[src/rtl/core/lzbd_pkg.sv]
// Shared types and constants for the LZ bit-stream decompressor.
// No dependencies.
package lzbd_pkg;

    localparam int unsigned LIT_TOKEN_BITS = 9;
    localparam int unsigned COPY_BIAS      = 2;

    // register index of output_length on the config port (paddr[2])
    localparam logic REG_OUTPUT_LENGTH = 1'b0;

    typedef struct packed {
        logic       valid;
        logic [7:0] data;
        logic       done;
    } t_emit;

endpackage

[src/rtl/core/lzbd_outq.sv]
// Output staging: one hold slot that waits to learn whether its beat is the
// last of its run, then the output register. Depends on lzbd_pkg.
module lzbd_outq (
    input  logic            i_clk,
    input  logic            i_rst_n,
    input  lzbd_pkg::t_emit i_emit,
    input  logic            i_mark_last,
    output logic            o_emit_ok,
    output logic            o_out_valid,
    input  logic            i_out_stall,
    output logic [7:0]      o_out_byte,
    output logic            o_last_of_run,
    output logic            o_stream_done
);

    logic       r_hv;
    logic       r_hlast;
    logic [7:0] r_hdata;
    logic       r_hdone;
    logic       r_ov;
    logic [7:0] r_odata;
    logic       r_olast;
    logic       r_odone;
    logic       out_free;
    logic       move;

    assign out_free  = !r_ov || !i_out_stall;
    assign move      = r_hv && out_free && (r_hlast || i_emit.valid);
    assign o_emit_ok = !r_hv || out_free;

    always_ff @(posedge i_clk) begin
        if (!i_rst_n) begin
            r_hv    <= 1'b0;
            r_hlast <= 1'b0;
            r_ov    <= 1'b0;
        end else begin
            if (i_emit.valid) begin
                r_hv    <= 1'b1;
                r_hlast <= 1'b0;
            end else if (move) begin
                r_hv <= 1'b0;
            end else if (i_mark_last && r_hv) begin
                r_hlast <= 1'b1;
            end
            if (move) begin
                r_ov <= 1'b1;
            end else if (!i_out_stall) begin
                r_ov <= 1'b0;
            end
        end
    end

    always_ff @(posedge i_clk) begin
        if (i_emit.valid) begin
            r_hdata <= i_emit.data;
            r_hdone <= i_emit.done;
        end
        if (move) begin
            r_odata <= r_hdata;
            r_odone <= r_hdone;
            r_olast <= r_hlast;
        end
    end

    assign o_out_valid   = r_ov;
    assign o_out_byte    = r_odata;
    assign o_last_of_run = r_olast;
    assign o_stream_done = r_odone;

endmodule
[config.mk]
export PLATFORM = sky130hd
export DESIGN_NAME = lzbd_outq
export DESIGN_NICKNAME = d
export VERILOG_FILES = /design/src/rtl/core/lzbd_pkg.sv /design/src/rtl/core/lzbd_outq.sv
export SDC_FILE = /design/constraint.sdc
export NUM_CORES = 1
export LEC_CHECK = 0
export BUFFER_PORTS_ARGS = -buffer_cell sky130_fd_sc_hd__buf_4
export CORE_AREA = 2 2 43 45
export CTS_BUF_LIST = sky130_fd_sc_hd__clkbuf_4 sky130_fd_sc_hd__clkbuf_8 sky130_fd_sc_hd__clkbuf_16
export CTS_CLUSTER_DIAMETER = 150
export DETAILED_ROUTE_END_ITERATION = 10
export DIE_AREA = 0 0 45 47
export PLACE_DENSITY_LB_ADDON = 0.25
export SLEW_MARGIN = 40
export SYNTH_ARGS = -nofsm -noshare
export SYNTH_HDL_FRONTEND = slang
export SYNTH_SLANG_ARGS = --single-unit
[constraint.sdc]
create_clock -name i_clk -period 1.92 [get_ports i_clk]
set_clock_uncertainty 0.2 [all_clocks]
set_input_delay 0.096 -clock i_clk [delete_from_list [all_inputs] [get_ports i_clk]]
set_output_delay 0.096 -clock i_clk [all_outputs]
set_load 0.05 [all_outputs]
==> results.txt <==
Area Growth Syn to Fin: 55.5%
post-layout min period: 1.61 ns
Leak: 0.432 nW
Hold Buf Count CTS: 14
drt wl/cell: 12.3 um
count of buffers from port buffering: 25
gr usage total: 12.7%
crit start category: primary input
total congestion overflow: 0
yosys warns: 0
placer congestion estimate: 0.663
Syn Inst Count: 32
Post-route DRC: 0
Seq/Total Area, Yosys: 90.5%
TritonCTS Buffers: 3
Routed WL: 1.15 mm
vias in the first global route: 421
worst endpoint data arrival time: 1.59 ns
clk_lat worst skew: 0.30 ns
syn avg cell area: 21.8 um2
clk buf depth: 2
Net Count, Synth: 46
Post CTS Setup Buffer Count: 0
Max-slew headroom: 88.9%
Power Density: 824 nW/um2
uppermost routed layer: met4
initial core utilization: 42.2%
RSZ-0062 raised after global routing: false
final setup fails: 0
Min Hold Slack: 0.230 ns
Site Rows: 15
final period utilization: 83.8%
total power draw: 0.000893 W
post-DP HPWL: 682 um
fmax: 0.622 GHz
TritonCTS clock tree: built
full die area: 2120 um2
final setup TNS: 0 ns
First DRT Iteration DRCs: 11
# fillers: 121
hold crit path type: register to register
Synth top area share: 81.9%
Die X: 45 um
final net count: 91
Resized Gates After CTS: 0
Distinct cells, synth: 11
initial antenna violation count: 0
WP data required: 1.90 ns
status: complete, no violations
diode count: 0
max-cap viol count: 0
top post-synthesis cells by area: edfxtp_1 82%, dfxtp_1 8.6%, nor3b_2 1.8%
vias per inst: 4.83
CP endpoint kind: register
via count: 449
fin. max-slew vios: 0
TritonRoute pass-1 iters: 4
chip height: 47 um
H-Tree Depth: 1
met2 wire length: 601 um
post-synthesis cell area: 697 um2
clk slew on worst S/H paths: 0.10 ns
kind of critical path: primary input to register
Yosys reg bits: 22
first-pass GRT wire length: 1.80 mm
most frequent cells in the layout: 26 x buf_4, 19 x edfxtp_1, 14 x dlygate4sd3_1
commonest non-fill, non-tap cell in the layout: buf_4
cell taking the most area after synthesis: edfxtp_1
layout cells sized above 1: 43.4%
DP Worst Slack: 0.637 ns
final worst slack: 0.311 ns
crit-path max FO: 13
Ports: 26
Least-Margin Pin Slew: 0.167 ns
clock sink count: 22
Metal-1 WL: 444 um
Root Driver: clkbuf_4
post-route ant nets: 0
Fin. Hold Viols: 0
Peak VDD IR: 464 uV
met3 wire len: 83 um
largest net degree at the start of global routing: 14
core region area: 1650 um2
-- area by class of cell --
type | instances | area, um2 | area share, %
inverters | 1 | 3.75 | 0.346
clock buffers | 4 | 30.0 | 2.77
flip-flops and latches | 22 | 631 | 58.2
repair buffers | 40 | 335 | 30.9
well taps | 17 | 21.3 | 1.96
multi-input cells | 9 | 62.6 | 5.77
-- power breakdown --
part	total [W]	leakage, nW	switching [W]	internal, W
combinational	0.000115	0.208	0.0000614	0.0000531
clock	0.000217	0.0184	0.000122	0.0000949
sequential	0.000561	0.206	0.00000949	0.000552
total	0.000893	0.432	0.000193	0.000700
-- worst max-delay path: stages --
cell,delay (ns)
dlygate4sd3_1,0.53
buf_4,0.19
o21ai_2,0.16
a21boi_2,0.06
dlygate4sd3_1,0.54
-- sequential cells by signal, indices dropped and copies added (netlist names) --
| name | cells |
|---|---|
| r_hdata | 8 |
| o_last_of_run | 1 |
| o_stream_done | 1 |
| r_hlast | 1 |
| o_out_valid | 1 |
| o_out_byte | 8 |
| r_hdone | 1 |
| r_hv | 1 |
-- cells in the mapped netlist, drive strengths merged --
cell and count:
edfxtp 19, a21boi 1, dfxtp 3, nand2 1, a21oi 2, inv 1
o21ai 2, nand3 1, a31oi 1, nor3b 1
-- kinds of logic after synthesis --
| logic type | count (synthesis) | synth area share [%] |
|---|---|---|
| buffers and inverters | 1 | 0.538 |
| DFF | 22 | 90.5 |
| and+or+nand+nor | 3 | 3.05 |
| AOI/OAI and AO/OA | 6 | 5.92 |
-- worst paths after layout --
path                            startpoint            end  slack, ns  depth (start not counted)
worst min register to register  r_hdata[1]  o_out_byte[1]       0.23                          0
worst max register to register     r_hlast    o_out_valid       0.48                          3
worst min-delay path            r_hdata[1]  o_out_byte[1]       0.23                          0
worst max-delay path             i_emit[9]    o_out_valid       0.31                          5
-- routing by layer --
layer,vias to the layer above,GRT usage (%)
met3,4,3.85
met1,212,13.9
li1,215,-
met2,18,22.0
met5,-,0
met4,0,7.06
-- stage by stage --
step / area, um2 / utilization (%) / std cells
floorplan: 697 / - / 32
global placement: 913 / 55.3 / 75
detailed placement: 913 / 55.3 / 75
CTS: 1080 / 65.6 / 93
global route: 1080 / 65.6 / 93
finish: 1080 / 65.6 / 93
Power figures use the tool's default switching activity.
